<file path="src/rtl/lsia_pkg.sv">
`default_nettype none
package lsia_pkg;

	localparam int MAX_INTERVALS_DEF = 64;
	localparam int NUM_PHYS_DEF = 16;
	localparam int SLOT_W = 6;
	localparam int CFG_IDX_W = 1;
	localparam int CFG_DATA_W = 4;
	localparam logic [CFG_DATA_W-1:0] FIRST_GENERAL_RST = 4'd1;
	localparam logic [CFG_DATA_W-1:0] SCRATCH_RST = 4'd15;

	typedef enum logic [CFG_IDX_W-1:0] {
		CFG_FIRST_GENERAL = 1'b0,
		CFG_SCRATCH       = 1'b1
	} cfg_idx_t;

	typedef struct packed {
		logic [9:0]  virtual_reg;
		logic [15:0] range_start;
		logic [15:0] range_end;
		logic        final_item;
	} item_t;

	typedef struct packed {
		logic [9:0]        out_virtual_reg;
		logic [3:0]        phys_reg;
		logic              spilled;
		logic [SLOT_W-1:0] spill_slot;
		logic              last_result;
	} result_t;

	typedef enum logic [4:0] {
		S_IDLE, S_INS_RD, S_INS_CMP, S_INS_PUT, S_SCAN_INIT, S_SC_RD, S_SC_LD,
		S_EX_RD, S_EX_CHK, S_FIND, S_AI_RD, S_AI_CMP, S_AI_PUT, S_VS_RD, S_VS_CHK,
		S_VS_DEC, S_VS_EVICT, S_NEXT, S_OUT_RD, S_OUT_RD2, S_OUT_EMIT
	} ctl_state_t;

	typedef enum logic [4:0] {
		OP_NONE, OP_LOAD, OP_INS_RD, OP_INS_CMP, OP_INS_PUT, OP_SCAN_INIT, OP_SC_RD,
		OP_SC_LD, OP_EX_RD, OP_EX_CHK, OP_ALLOC, OP_SPILL_CUR, OP_VS_INIT, OP_VS_RD,
		OP_VS_CHK, OP_AI_RD, OP_AI_CMP, OP_AI_PUT, OP_VS_DEC, OP_VS_EVICT, OP_NEXT,
		OP_OUT_RD, OP_OUT_RD2, OP_OUT_EMIT
	} dp_op_t;

	typedef struct packed {
		dp_op_t op;
	} dp_cmd_t;

	typedef struct packed {
		logic count_full;
		logic count_zero;
		logic ins_shift;
		logic pos_one;
		logic final_q;
		logic acnt_zero;
		logic j_last;
		logic found;
		logic room;
		logic ai_shift;
		logic apos_one;
		logic vic_wins;
		logic k_last;
	} dp_status_t;

endpackage
`default_nettype wire

</file>
<file path="src/rtl/lsia_ctrl.sv">
`default_nettype none
module lsia_ctrl import lsia_pkg::*; (
	input  wire logic       clk,
	input  wire logic       arst_n,
	input  wire logic       start,
	input  wire logic       final_item,
	input  wire dp_status_t status,
	output logic            busy,
	output dp_cmd_t         cmd
);

	ctl_state_t state_q, state_d;

	always_ff @(posedge clk or negedge arst_n) begin
		if (!arst_n) begin
			state_q <= S_IDLE;
		end else begin
			state_q <= state_d;
		end
	end

	assign busy = (state_q != S_IDLE);

	always_comb begin
		state_d = state_q;
		cmd.op = OP_NONE;
		case (state_q)
			S_IDLE: begin
				if (start) begin
					cmd.op = OP_LOAD;
					if (status.count_full) begin
						state_d = final_item ? S_SCAN_INIT : S_IDLE;
					end else if (status.count_zero) begin
						state_d = S_INS_PUT;
					end else begin
						state_d = S_INS_RD;
					end
				end
			end
			S_INS_RD: begin
				cmd.op = OP_INS_RD;
				state_d = S_INS_CMP;
			end
			S_INS_CMP: begin
				cmd.op = OP_INS_CMP;
				if (status.ins_shift && !status.pos_one) begin
					state_d = S_INS_RD;
				end else begin
					state_d = S_INS_PUT;
				end
			end
			S_INS_PUT: begin
				cmd.op = OP_INS_PUT;
				state_d = status.final_q ? S_SCAN_INIT : S_IDLE;
			end
			S_SCAN_INIT: begin
				cmd.op = OP_SCAN_INIT;
				state_d = S_SC_RD;
			end
			S_SC_RD: begin
				cmd.op = OP_SC_RD;
				state_d = S_SC_LD;
			end
			S_SC_LD: begin
				cmd.op = OP_SC_LD;
				state_d = status.acnt_zero ? S_FIND : S_EX_RD;
			end
			S_EX_RD: begin
				cmd.op = OP_EX_RD;
				state_d = S_EX_CHK;
			end
			S_EX_CHK: begin
				cmd.op = OP_EX_CHK;
				state_d = status.j_last ? S_FIND : S_EX_RD;
			end
			S_FIND: begin
				if (status.found && status.room) begin
					cmd.op = OP_ALLOC;
					state_d = status.acnt_zero ? S_AI_PUT : S_AI_RD;
				end else if (!status.acnt_zero) begin
					cmd.op = OP_VS_INIT;
					state_d = S_VS_CHK;
				end else begin
					cmd.op = OP_SPILL_CUR;
					state_d = S_NEXT;
				end
			end
			S_AI_RD: begin
				cmd.op = OP_AI_RD;
				state_d = S_AI_CMP;
			end
			S_AI_CMP: begin
				cmd.op = OP_AI_CMP;
				if (status.ai_shift && !status.apos_one) begin
					state_d = S_AI_RD;
				end else begin
					state_d = S_AI_PUT;
				end
			end
			S_AI_PUT: begin
				cmd.op = OP_AI_PUT;
				state_d = S_NEXT;
			end
			S_VS_RD: begin
				cmd.op = OP_VS_RD;
				state_d = S_VS_CHK;
			end
			S_VS_CHK: begin
				cmd.op = OP_VS_CHK;
				state_d = status.j_last ? S_VS_DEC : S_VS_RD;
			end
			S_VS_DEC: begin
				if (status.vic_wins) begin
					cmd.op = OP_VS_DEC;
					state_d = S_VS_EVICT;
				end else begin
					cmd.op = OP_SPILL_CUR;
					state_d = S_NEXT;
				end
			end
			S_VS_EVICT: begin
				cmd.op = OP_VS_EVICT;
				state_d = S_NEXT;
			end
			S_NEXT: begin
				cmd.op = OP_NEXT;
				state_d = status.k_last ? S_OUT_RD : S_SC_RD;
			end
			S_OUT_RD: begin
				cmd.op = OP_OUT_RD;
				state_d = S_OUT_RD2;
			end
			S_OUT_RD2: begin
				cmd.op = OP_OUT_RD2;
				state_d = S_OUT_EMIT;
			end
			S_OUT_EMIT: begin
				cmd.op = OP_OUT_EMIT;
				state_d = status.k_last ? S_IDLE : S_OUT_RD;
			end
			default: begin
				state_d = S_IDLE;
			end
		endcase
	end

endmodule
`default_nettype wire

</file>
<file path="src/rtl/lsia_datapath.sv">
`default_nettype none
module lsia_datapath import lsia_pkg::*; #(
	parameter int MAX_INTERVALS = MAX_INTERVALS_DEF,
	parameter int NUM_PHYS = NUM_PHYS_DEF
) (
	input  wire logic                  clk,
	input  wire logic                  arst_n,
	input  wire dp_cmd_t               cmd,
	output dp_status_t                 status,
	input  wire item_t                 item,
	input  wire logic                  cfg_valid,
	input  wire logic [CFG_IDX_W-1:0]  cfg_index,
	input  wire logic [CFG_DATA_W-1:0] cfg_data,
	output logic                       result_valid,
	output result_t                    result
);

	localparam int IW = $clog2(MAX_INTERVALS);
	localparam int CW = $clog2(MAX_INTERVALS + 1);
	localparam int PW = $clog2(NUM_PHYS);
	localparam int AW = PW;
	localparam int ACW = $clog2(NUM_PHYS + 1);
	localparam int VW = (PW > SLOT_W) ? PW : SLOT_W;

	typedef struct packed {
		logic [15:0]   range_start;
		logic [15:0]   range_end;
		logic [IW-1:0] idx;
	} ord_t;

	typedef struct packed {
		logic [IW-1:0] idx;
		logic [15:0]   range_end;
		logic [PW-1:0] preg;
	} act_t;

	typedef struct packed {
		logic          sp;
		logic [VW-1:0] val;
	} asg_t;

	logic [9:0] vreg_mem [MAX_INTERVALS];
	ord_t       ord_mem  [MAX_INTERVALS];
	asg_t       asg_mem  [MAX_INTERVALS];
	act_t       act_mem  [NUM_PHYS];

	logic [CFG_DATA_W-1:0] first_q, scratch_q;
	logic [CW-1:0]         count_q;
	logic                  final_q;
	logic                  res_valid_q;
	result_t               res_q;

	logic [IW-1:0]     pos_q;
	ord_t              new_q, cur_q;
	logic [CW-1:0]     k_q;
	logic [NUM_PHYS-1:0] free_q;
	logic [ACW-1:0]    acnt_q, kept_q;
	logic [AW-1:0]     j_q, apos_q, vi_q;
	logic [PW-1:0]     reg_q;
	act_t              vic_q;
	logic [SLOT_W-1:0] slot_q;

	ord_t       ord_rd_q;
	act_t       act_rd_q;
	asg_t       asg_rd_q;
	logic [9:0] vreg_rd_q;

	logic          ord_we, act_we, asg_we, vreg_we;
	logic [IW-1:0] ord_wa, ord_ra, asg_wa;
	logic [AW-1:0] act_wa, act_ra;
	ord_t          ord_wd;
	act_t          act_wd;
	asg_t          asg_wd;

	logic                found;
	logic [PW-1:0]       fnd_reg;
	logic [NUM_PHYS-1:0] free_init;
	logic                expired, take;

	always_comb begin
		found = 1'b0;
		fnd_reg = '0;
		for (int p = NUM_PHYS - 1; p >= 0; p--) begin
			if (free_q[p] && (p >= int'(first_q))) begin
				found = 1'b1;
				fnd_reg = PW'(p);
			end
		end
		for (int p = 0; p < NUM_PHYS; p++) begin
			free_init[p] = (p != int'(scratch_q));
		end
	end

	assign expired = act_rd_q.range_end < cur_q.range_start;
	assign take = (j_q == '0) || (act_rd_q.range_end > vic_q.range_end);

	always_comb begin
		status.count_full = (count_q == CW'(MAX_INTERVALS));
		status.count_zero = (count_q == '0);
		status.ins_shift = (ord_rd_q.range_start > new_q.range_start);
		status.pos_one = (pos_q == IW'(1));
		status.final_q = final_q;
		status.acnt_zero = (acnt_q == '0);
		status.j_last = ((ACW'(j_q) + ACW'(1)) == acnt_q);
		status.found = found;
		status.room = (acnt_q != ACW'(NUM_PHYS));
		status.ai_shift = (act_rd_q.range_end > cur_q.range_end);
		status.apos_one = (apos_q == AW'(1));
		status.vic_wins = (vic_q.range_end > cur_q.range_end);
		status.k_last = ((k_q + CW'(1)) == count_q);
	end

	// memory port steering
	always_comb begin
		ord_we = 1'b0;
		ord_wa = pos_q;
		ord_wd = new_q;
		ord_ra = k_q[IW-1:0];
		act_we = 1'b0;
		act_wa = apos_q;
		act_wd = act_rd_q;
		act_ra = j_q;
		asg_we = 1'b0;
		asg_wa = cur_q.idx;
		asg_wd = '{sp: 1'b1, val: VW'(slot_q)};
		vreg_we = 1'b0;
		case (cmd.op)
			OP_LOAD: vreg_we = !status.count_full;
			OP_INS_RD: ord_ra = pos_q - IW'(1);
			OP_INS_CMP: begin
				ord_we = status.ins_shift;
				ord_wd = ord_rd_q;
			end
			OP_INS_PUT: ord_we = 1'b1;
			OP_VS_INIT: act_ra = '0;
			OP_AI_RD: act_ra = apos_q - AW'(1);
			OP_EX_CHK: begin
				act_we = !expired;
				act_wa = kept_q[AW-1:0];
			end
			OP_AI_CMP: act_we = status.ai_shift;
			OP_AI_PUT: begin
				act_we = 1'b1;
				act_wd = '{idx: cur_q.idx, range_end: cur_q.range_end, preg: reg_q};
			end
			OP_ALLOC: begin
				asg_we = 1'b1;
				asg_wd = '{sp: 1'b0, val: VW'(fnd_reg)};
			end
			OP_SPILL_CUR: asg_we = 1'b1;
			OP_VS_DEC: begin
				asg_we = 1'b1;
				asg_wd = '{sp: 1'b0, val: VW'(vic_q.preg)};
				act_we = 1'b1;
				act_wa = vi_q;
				act_wd = '{idx: cur_q.idx, range_end: cur_q.range_end, preg: vic_q.preg};
			end
			OP_VS_EVICT: begin
				asg_we = 1'b1;
				asg_wa = vic_q.idx;
			end
			default: begin
			end
		endcase
	end

	always_ff @(posedge clk) begin
		if (vreg_we) begin
			vreg_mem[count_q[IW-1:0]] <= item.virtual_reg;
		end
		if (ord_we) begin
			ord_mem[ord_wa] <= ord_wd;
		end
		if (act_we) begin
			act_mem[act_wa] <= act_wd;
		end
		if (asg_we) begin
			asg_mem[asg_wa] <= asg_wd;
		end
		ord_rd_q <= ord_mem[ord_ra];
		act_rd_q <= act_mem[act_ra];
		asg_rd_q <= asg_mem[ord_rd_q.idx];
		vreg_rd_q <= vreg_mem[ord_rd_q.idx];
	end

	always_ff @(posedge clk or negedge arst_n) begin
		if (!arst_n) begin
			first_q <= FIRST_GENERAL_RST;
			scratch_q <= SCRATCH_RST;
			count_q <= '0;
			final_q <= 1'b0;
			res_valid_q <= 1'b0;
		end else begin
			res_valid_q <= (cmd.op == OP_OUT_EMIT);
			if (cfg_valid) begin
				case (cfg_idx_t'(cfg_index))
					CFG_FIRST_GENERAL: first_q <= cfg_data;
					CFG_SCRATCH: scratch_q <= cfg_data;
					default: begin
					end
				endcase
			end
			if (cmd.op == OP_LOAD) begin
				final_q <= item.final_item;
				if (!status.count_full) begin
					count_q <= count_q + CW'(1);
				end
			end
			if ((cmd.op == OP_OUT_EMIT) && status.k_last) begin
				count_q <= '0;
			end
		end
	end

	always_ff @(posedge clk) begin
		case (cmd.op)
			OP_LOAD: begin
				new_q <= '{range_start: item.range_start, range_end: item.range_end,
					idx: count_q[IW-1:0]};
				pos_q <= count_q[IW-1:0];
			end
			OP_INS_CMP: begin
				if (status.ins_shift) begin
					pos_q <= pos_q - IW'(1);
				end
			end
			OP_SCAN_INIT: begin
				free_q <= free_init;
				acnt_q <= '0;
				slot_q <= '0;
				k_q <= '0;
			end
			OP_SC_LD: begin
				cur_q <= ord_rd_q;
				j_q <= '0;
				kept_q <= '0;
			end
			OP_EX_CHK: begin
				if (expired) begin
					free_q[act_rd_q.preg] <= 1'b1;
				end else begin
					kept_q <= kept_q + ACW'(1);
				end
				j_q <= j_q + AW'(1);
				if (status.j_last) begin
					acnt_q <= kept_q + ACW'(!expired);
				end
			end
			OP_ALLOC: begin
				free_q[fnd_reg] <= 1'b0;
				reg_q <= fnd_reg;
				apos_q <= acnt_q[AW-1:0];
				acnt_q <= acnt_q + ACW'(1);
			end
			OP_SPILL_CUR: slot_q <= slot_q + SLOT_W'(1);
			OP_VS_INIT: j_q <= '0;
			OP_VS_CHK: begin
				if (take) begin
					vi_q <= j_q;
					vic_q <= act_rd_q;
				end
				j_q <= j_q + AW'(1);
			end
			OP_AI_CMP: begin
				if (status.ai_shift) begin
					apos_q <= apos_q - AW'(1);
				end
			end
			OP_VS_EVICT: slot_q <= slot_q + SLOT_W'(1);
			OP_NEXT: k_q <= status.k_last ? '0 : (k_q + CW'(1));
			OP_OUT_EMIT: begin
				k_q <= k_q + CW'(1);
				res_q.out_virtual_reg <= vreg_rd_q;
				res_q.phys_reg <= asg_rd_q.sp ? 4'd0 : asg_rd_q.val[3:0];
				res_q.spilled <= asg_rd_q.sp;
				res_q.spill_slot <= asg_rd_q.sp ? asg_rd_q.val[SLOT_W-1:0] : '0;
				res_q.last_result <= status.k_last;
			end
			default: begin
			end
		endcase
	end

	assign result_valid = res_valid_q;
	assign result = res_q;

endmodule
`default_nettype wire

</file>
<file path="src/rtl/linear_scan_interval_allocator_unit.sv">
`default_nettype none
// Linear-scan register allocator. Intervals are loaded one per start pulse while busy is low;
// each load that finds room in the store sorts the interval into place by start, shifting each
// stored interval with a later start before writing the new one. The load flagged final_item
// then runs the scan after a setup state: per interval it fetches the interval and expires
// over the active entries, then either inserts it into the active list (shifting the entries
// with a later end), or searches the entries left for a victim, evicting the victim when its
// end is later and spilling the interval otherwise, or spills it when no entries are left,
// and steps on. After the scan the results are read and emitted one at a time, each shown for
// one cycle with result_valid high; the receiver cannot stall, so results must be taken as
// they come. The cost is set by the order and active-list memories, each read one entry at a
// time through a registered read port. busy stays high from the accepted final item until the
// last result is emitted and is low again in the cycle that shows it. cfg_ready is low while
// busy is high or a word is offered on start.
module linear_scan_interval_allocator_unit import lsia_pkg::*; #(
	parameter int MAX_INTERVALS = MAX_INTERVALS_DEF,
	parameter int NUM_PHYS = NUM_PHYS_DEF
) (
	input  wire logic                  clk,
	input  wire logic                  arst_n,
	input  wire logic                  start,
	output logic                       busy,
	input  wire item_t                 item,
	output logic                       result_valid,
	output result_t                    result,
	input  wire logic                  cfg_valid,
	output logic                       cfg_ready,
	input  wire logic [CFG_IDX_W-1:0]  cfg_index,
	input  wire logic [CFG_DATA_W-1:0] cfg_data
);

	dp_cmd_t    cmd;
	dp_status_t status;

	assign cfg_ready = !busy && !start;

	lsia_ctrl u_ctrl (
		.clk        (clk),
		.arst_n     (arst_n),
		.start      (start),
		.final_item (item.final_item),
		.status     (status),
		.busy       (busy),
		.cmd        (cmd)
	);

	lsia_datapath #(
		.MAX_INTERVALS (MAX_INTERVALS),
		.NUM_PHYS      (NUM_PHYS)
	) u_dp (
		.clk          (clk),
		.arst_n       (arst_n),
		.cmd          (cmd),
		.status       (status),
		.item         (item),
		.cfg_valid    (cfg_valid && cfg_ready),
		.cfg_index    (cfg_index),
		.cfg_data     (cfg_data),
		.result_valid (result_valid),
		.result       (result)
	);

endmodule
`default_nettype wire

</file>
<file path="config.mk">
export PLATFORM = sky130hd
export DESIGN_NAME = linear_scan_interval_allocator_unit
export DESIGN_NICKNAME = d
export VERILOG_FILES = /design/src/rtl/lsia_pkg.sv /design/src/rtl/lsia_ctrl.sv /design/src/rtl/lsia_datapath.sv /design/src/rtl/linear_scan_interval_allocator_unit.sv
export SDC_FILE = /design/constraint.sdc
export NUM_CORES = 2
export LEC_CHECK = 0
export BUFFER_PORTS_ARGS = -buffer_cell sky130_fd_sc_hd__buf_2
export CAP_MARGIN = 20
export CORE_MARGIN = 10
export CORE_UTILIZATION = 40
export CTS_CLUSTER_DIAMETER = 200
export DETAILED_ROUTE_END_ITERATION = 12
export PLACE_DENSITY = 0.6
export SETUP_SLACK_MARGIN = 0.4
export SLEW_MARGIN = 20
export SYNTH_ARGS = -nofsm -noshare
export SYNTH_HDL_FRONTEND = slang
export SYNTH_SLANG_ARGS = --single-unit
</file>
<file path="constraint.sdc">
create_clock -name clk -period 6.1 [get_ports clk]
set_input_delay 0.61 -clock clk [delete_from_list [all_inputs] [get_ports clk]]
set_output_delay 0.61 -clock clk [all_outputs]
set_load 0.005 [all_outputs]
</file>
## Word level (Yosys, flattened, before mapping)

Memories as Yosys holds them, arrays and structs flattened. A register that Yosys moved wholly into a read port is not among the register bits.
Cells that the tools add are included.

| cells by class | value |
|---|---|
| equality and inequality tests | 66 |
| bitwise gates (word level) | 4 |
| multiplexer cells | 94 |
| multipliers | 0 |
| add/subtract/negate cells | 10 |
| div/mod/pow operators | 0 |
| reductions and logical operators | 59 |
| shifts and indexed selects | 0 |
| $lt $le $gt $ge | 24 |

Operators by type and width:

| cell | count |
|---|---|
| one-hot mux 5 bit (21 select lines) | 1 |
| one-hot mux 5 bit (20 select lines) | 1 |
| 2-to-1 mux 4 bit | 19 |
| == test 5 x 4 -> 1 bit (second input constant) | 14 |
| greater-than comparator 16 bit | 4 |
| == test 5 bit (second input constant) | 11 |
| one-hot mux 26 bit (2 select lines) | 1 |
| 2-to-1 mux 5 bit | 10 |
| one-hot mux 16 bit (3 select lines) | 1 |
| 2-to-1 mux 38 bit | 1 |
| == test 5 x 3 -> 1 bit (second input constant) | 7 |
| != test 4 bit (first input constant) | 8 |
| one-hot mux 4 bit (2 select lines) | 4 |
| 2-to-1 mux 1 bit | 30 |
| greater-or-equal comparator 4 bit (first input constant) | 7 |
| 2-to-1 mux 7 bit | 4 |
| one-hot mux 6 bit (2 select lines) | 2 |
| logical AND 1 bit | 23 |
| one-hot mux 7 bit (3 select lines) | 1 |
| == test 5 x 2 -> 1 bit (second input constant) | 4 |
| 2-to-1 mux 6 bit | 3 |
| AND reduction 2 bit | 9 |
| AND 16 bit | 1 |
| greater-or-equal comparator 3 x 4 -> 1 bit (first input constant) | 4 |
| other kinds (48) | 87 |

| word-level totals | value |
|---|---|
| output and inout port bits | 25 |
| RAM bits | 3936 |
| logic and storage cells | 291 |
| memories kept | 4 |
| input port bits | 52 |
| bits in latches | 0 |
| register bits | 207 |
| ROM bits | 0 |

Memories:

| memory | depth | width | rd ports | clocked after Yosys merged registers in | write ports | RTL line | text |
|---|---|---|---|---|---|---|---|
| u_dp.ord_mem | 64 | 38 | 1 | 1 | 1 | lsia_datapath.sv:43 | `ord_t ord_mem [MAX_INTERVALS];` |
| u_dp.vreg_mem | 64 | 10 | 1 | 1 | 1 | lsia_datapath.sv:42 | `logic [9:0] vreg_mem [MAX_INTERVALS];` |
| u_dp.asg_mem | 64 | 7 | 1 | 1 | 1 | lsia_datapath.sv:44 | `asg_t asg_mem [MAX_INTERVALS];` |
| u_dp.act_mem | 16 | 26 | 1 | 1 | 1 | lsia_datapath.sv:45 | `act_t act_mem [NUM_PHYS];` |

## Longest topological paths before layout

| depth | value |
|---|---|
| depth after elaboration | 25 |
| mapped depth | 18 |
| gate-level depth less buffers | 14 |

## Hierarchy

From an unflattened synthesis, not the netlist that was laid out.

| unflattened totals | value |
|---|---|
| cells, all modules | 10424 |
| area total of the unflattened synthesis | 167306.7 sq um |

Modules (own cells, without submodules):

| module | seq. area each (sq um) | instances | cells each | area each (sq um) |
|---|---|---|---|---|
| lsia_datapath | 125801.9 | 1 | 10297 | 166360.8 |
| lsia_ctrl | 125.1 | 1 | 125 | 929.6 |
| linear_scan_interval_allocator_unit | 0.0 | 1 | 2 | 16.3 |

## Worst setup path after synthesis

No wires, ideal clock.

| timing | value |
|---|---|
| path kind | reg-to-reg |
| start point | reg u_dp.first_q[0] |
| end point | mem u_dp.asg_mem[0][2] (netlist name) (data pin) |
| arrival time | 5.226 ns |
| required time | 5.734 ns |
| slack | 0.508 ns |
| buffers on the path | 1 |
| clock period less this slack | 5.592 ns |
| stages on the path, launching flop included | 15 |
| setup time | 0.366 ns |
| path through | dfstp_2 > buf_4 > nand2_1 > o221ai_1 > o21ai_1 > or2_1 > o21ai_0 > ha_1 > a21oi_1 > o31a_1 > o221ai_1 > or2_2 > inv_2 > nor2_1 > a221o_1 |

RTL lines:

| what | RTL line | text |
|---|---|---|
| start, declared | lsia_datapath.sv:47 | `logic [CFG_DATA_W-1:0] first_q, scratch_q;` |
| start signal, assigned | lsia_datapath.sv:197 | `CFG_FIRST_GENERAL: first_q <= cfg_data;` |
| end, declared | lsia_datapath.sv:44 |  |

==> run_summary.xml <==
<?xml version="1.0" encoding="UTF-8"?>
<metrics>
  <group name="synth">
    <metric name="synthesized_netlist_net_count" unit="">7838</metric>
    <metric name="synth.distinct_cells" unit="">86</metric>
    <metric name="ys.flop_type" unit="">edfxtp_1</metric>
    <metric name="ys_seq_elements" unit="">4224</metric>
    <metric name="synth_enable_flop_cells" unit="">4121</metric>
    <metric name="synth_warnings" unit="">0</metric>
    <metric name="syn-instance-count" unit="">7691</metric>
    <metric name="synth.cell_area" unit="mm^2">0.164</metric>
    <metric name="synthesis.area_per_instance" unit="um^2">21.4</metric>
    <metric name="synth-seq-area-share" unit="">0.766</metric>
    <metric name="async_flop_share" unit="">0.00521</metric>
  </group>
  <group name="sta">
    <metric name="final-setup-viol-count" unit="">0</metric>
    <metric name="time_the_final_worst_path_needs_with_i_o_delays_and_setup" unit="ns">5.25</metric>
    <metric name="timing.fmax" unit="MHz">190</metric>
    <metric name="layout_worst_path_cycle_share" unit="">0.861</metric>
    <metric name="final_hold_vios" unit="">0</metric>
    <metric name="slew_violations" unit="">0</metric>
    <metric name="worst_slew_margin_rel" unit="">0.130</metric>
    <metric name="hold-worst-slack" unit="ns">0.150</metric>
    <metric name="rsz0062_at_grt" unit="">no</metric>
    <metric name="clock_skew" unit="ns">0.0612</metric>
    <metric name="tightest_slew" unit="ns">1.29</metric>
    <metric name="finalSetupTns" unit="ns">0</metric>
  </group>
  <group name="route">
    <metric name="vias_per_cell" unit="">5.78</metric>
    <metric name="total_iterations_of_the_first_detailed_routing_run" unit="">9</metric>
    <metric name="route.vias.total" unit="">81000</metric>
    <metric name="routed_wirelength" unit="um">420000</metric>
    <metric name="drc_errors" unit="">0</metric>
    <metric name="drt-wirelength-per-cell" unit="um">30.0</metric>
    <metric name="detailedRoute.firstIterationViolations" unit="">9716</metric>
    <metric name="detail-route-antenna-nets" unit="">0</metric>
  </group>
  <group name="power_and_ir_drop">
    <metric name="power.leakage" unit="nW">59.7</metric>
    <metric name="power_per_unit_of_standard_cell_area" unit="mW/mm^2">474</metric>
    <metric name="power.ir.vdd_worst" unit="mV">0.369</metric>
  </group>
  <group name="cells_and_area">
    <metric name="final_cell_mix" unit="">edfxtp_1 (4121), mux4_2 (965), clkbuf_16 (436), mux2i_1 (364), buf_4 (258)</metric>
    <metric name="area_growth_syn_to_layout" unit="%">14.4</metric>
    <metric name="multi_input_area" unit="mm^2">0.0372</metric>
    <metric name="final_nets" unit="">8314</metric>
    <metric name="share_of_cells_above_drive_strength_1" unit="">0.264</metric>
    <metric name="regArea" unit="mm^2">0.126</metric>
    <metric name="layout_commonest_cell" unit="">edfxtp_1</metric>
    <metric name="fillCellCount" unit="">33800</metric>
  </group>
  <group name="worst_setup_path">
    <metric name="setup.worst_path.start" unit="">u_dp.first_q[1]</metric>
    <metric name="required_time_worst_endpoint" unit="ns">6.89</metric>
    <metric name="critical-path-slowest-cell" unit="">a221o_2</metric>
    <metric name="reg2reg_setup_slack" unit="ns">0.85</metric>
    <metric name="worstReg2RegEnd" unit="">u_dp.asg_mem[16][3]</metric>
    <metric name="crit_path_cell_trace" unit="">nand2_1 -&gt; o221ai_1 -&gt; o21ai_1 -&gt; or2_1 -&gt; o21ai_0 -&gt; ha_1 -&gt; a21oi_1 -&gt; o31a_1 -&gt; o221ai_1 -&gt; or2_2 -&gt; inv_2 -&gt; nor2_4 -&gt; a221o_2 -&gt; buf_12</metric>
    <metric name="worst_setup_sp_type" unit="">flop</metric>
    <metric name="slowest_delay" unit="ns">0.76</metric>
    <metric name="reg2reg_depth" unit="">14</metric>
    <metric name="cp_common_cell" unit="">o221ai_1</metric>
    <metric name="critical_path.max_fanout" unit="">33</metric>
    <metric name="timing.critical_path.arrival" unit="ns">6.04</metric>
    <metric name="worstSetupEndpointType" unit="">flop</metric>
    <metric name="regToRegStartpoint" unit="">u_dp.first_q[1]</metric>
    <metric name="path_class" unit="">flop to flop</metric>
  </group>
  <group name="clock_tree">
    <metric name="clk_root_buffer_cell" unit="">clkbuf_16</metric>
    <metric name="number_of_sinks_handled_by_clock_tree_synthesis" unit="">4224</metric>
    <metric name="cts_buffer_count" unit="">426</metric>
    <metric name="cts_tree" unit="">yes</metric>
    <metric name="max-clock-path-buffers" unit="">4</metric>
    <metric name="worstSkewPairLatency" unit="ns">0.99</metric>
    <metric name="clk_pin_slew_worst_paths" unit="ns">0.06</metric>
    <metric name="cts_post_setup_buffers_inserted" unit="">0</metric>
    <metric name="htree_num_levels" unit="">5</metric>
  </group>
  <group name="global_routing">
    <metric name="grt_pass1_vias" unit="">81900</metric>
    <metric name="pin_count_of_the_biggest_net_entering_global_routing" unit="">92</metric>
    <metric name="grt_usage" unit="">0.188</metric>
    <metric name="grt_first_pass_wirelength" unit="um">603000</metric>
    <metric name="gr_ovfl_total" unit="">0</metric>
    <metric name="initial_antenna_violation_count" unit="">28</metric>
  </group>
  <group name="place">
    <metric name="routabilityCongestion" unit="">0.838</metric>
    <metric name="buffer_ports.inserted" unit="">76</metric>
    <metric name="detailed_place_hpwl" unit="um">237000</metric>
  </group>
  <group name="floorplanning">
    <metric name="horiz_die_dim" unit="um">661</metric>
    <metric name="ios" unit="">77</metric>
    <metric name="fp.coreArea" unit="mm^2">0.410</metric>
    <metric name="floorplan.initialDensity" unit="">0.401</metric>
    <metric name="design.die.area" unit="mm^2">0.437</metric>
    <metric name="die_y" unit="um">661</metric>
    <metric name="placement_rows" unit="">235</metric>
  </group>
  <group name="min_path">
    <metric name="min_to" unit="">u_ctrl.state_q[0]</metric>
    <metric name="min-delay-start" unit="">start</metric>
    <metric name="timing.hold.worst.class" unit="">primary input to flop</metric>
    <metric name="cell_count_of_the_worst_hold_path" unit="">3</metric>
  </group>
  <group name="run_status">
    <metric name="status" unit="">complete, no violations</metric>
  </group>
  <group name="flow_run">
    <metric name="drv_cap" unit="">0</metric>
  </group>
</metrics>
## how the worst max path moves through the flow
stage	to	slack (ns)	cells past startpoint
after global routing	u_dp.asg_mem[0][3]	0.50	14
after floorplan	u_dp.asg_mem[0][2]	0.51	14
after global placement	u_dp.ord_rd_q[25]	0.68	10
after CTS	u_dp.asg_mem[15][0]	0.53	13
after detailed placement	u_dp.asg_mem[19][0]	0.58	13
final	u_dp.asg_mem[16][3]	0.85	14
## per-stage QoR
| step | total power, mW | cell area (um^2) | utilization | std cells | setup slack [ns] |
|---|---|---|---|---|---|
| 5_1_grt | 92.3 | 188000 | 0.459 | 14000 | 0.497 |
| 3_3_place_gp | 63.5 | 174000 | 0.424 | 13100 | 0.684 |
| 4_1_cts | 89.8 | 188000 | 0.459 | 14000 | 0.527 |
| 3_5_place_dp | 64.2 | 174000 | 0.424 | 13100 | 0.575 |
| 6_report | 89.1 | 188000 | 0.459 | 14000 | 0.849 |
| 2_1_floorplan | 54.0 | 164000 | - | 7691 | 0.508 |
## where the power goes
part | switching, mW | internal, mW | total [mW] | leakage, nW
Combinational | 15.8 | 10.4 | 26.2 | 14.9
Clock | 11.0 | 14.6 | 25.6 | 6.67
Sequential | 1.32 | 36.0 | 37.3 | 38.1
## cell families (layout without fill, tap and decap cells)
group | Yosys count | count (layout) | share of synthesized area
XOR/XNOR | 43 | 43 | 0.00229
AO/OA/AOI/OAI | 635 | 635 | 0.0262
other | 0 | 24 | 0
buffers and inverters | 488 | 1331 | 0.0131
flip-flops | 4224 | 4224 | 0.766
multiplexers | 1459 | 1459 | 0.163
adder cells (fa/ha/maj) | 96 | 96 | 0.00730
AND/OR/NAND/NOR | 746 | 747 | 0.0215
## routing by layer
| layer | vias to the layer above | share of wire | global-route usage |
|---|---|---|---|
| li1 | 33300 | - | - |
| met1 | 43500 | 0.42 | 0.270 |
| met2 | 3492 | 0.48 | 0.304 |
| met3 | 665 | 0.074 | 0.0256 |
| met4 | 2 | 0.027 | 0.0519 |
| met5 | - | 0.000031 | 0 |
## cell usage after synthesis (6+ instances only)
cell,n,area (um^2)
o21a_1,13,97.6
a22oi_1,10,75.1
a221oi_1,116,1020
o211ai_1,28,210
mux4_2,965,21700
and2_1,13,81.3
nor3_1,37,185
dfxtp_1,81,1620
o22ai_1,149,932
nand3_1,51,255
mux2i_1,365,3650
ha_1,95,1190
buf_2,114,571
mux2_2,129,1450
a21oi_1,45,225
and3_1,42,263
buf_1,60,225
a31oi_1,7,43.8
or3_1,9,56.3
inv_1,97,364
nor2_1,322,1210
a211oi_1,6,45.0
dfrtp_1,17,425
nand4_1,23,144
buf_6,8,90.1
o21ai_0,122,611
buf_4,31,233
nor4_1,10,62.6
nand2b_1,26,163
clkbuf_1,174,653
a221o_1,7,70.1
o21ai_1,46,230
nand3b_1,8,60.1
o31ai_1,8,60.1
a21o_1,21,158
xor2_1,23,201
nor2b_1,24,150
xnor2_1,20,175
or4_1,26,195
or2_2,9,56.3
edfxtp_1,4121,124000
nand2_1,126,473
## critical path: cells and delay by family, from the launching register on
family | cells | cell delay, ns
buffers and inverters | 2 | 0.61
and+or+nand+nor | 4 | 1.37
DFF | 1 | 0.67
adders and majority gates | 1 | 0.25
AOI/OAI and AO/OA | 7 | 2.14
## layout make-up
cell class | count | area share
antenna | 24 | 0.000319
clock buffer | 547 | 0.0610
clock inverter | 249 | 0.0116
inverter | 101 | 0.00202
multi-input combinational | 2980 | 0.198
sequential | 4224 | 0.670
tap | 5451 | 0.0363
timing repair buffer | 434 | 0.0213
## flip-flops by register name, summed over array words and instances, names as in the netlist, 6 cells and up
| signal | count |
|---|---|
| u_dp.vreg_rd_q | 10 |
| u_dp.act_mem | 416 |
| u_dp.act_rd_q | 26 |
| u_dp.cur_q | 38 |
| u_dp.ord_wa | 6 |
| u_dp.result | 22 |
| u_dp.ord_rd_q | 38 |
| u_dp.asg_mem | 448 |
| u_dp.vic_q | 26 |
| u_dp.ord_mem | 2432 |
| u_dp.free_q | 16 |
| u_dp.slot_q | 6 |
| u_dp.new_q | 38 |
| u_dp.count_q | 7 |
| u_dp.asg_rd_q | 7 |
| u_dp.k_q | 7 |
| u_dp.vreg_mem | 640 |
## what timing repair did
action,CTS,global route
setup endpoints to repair,0,122
endpoints found under the hold margin,58,0
gates resized for setup,0,3
hold buffers,38,0
No activity file was read; power rests on OpenSTA's default activity.
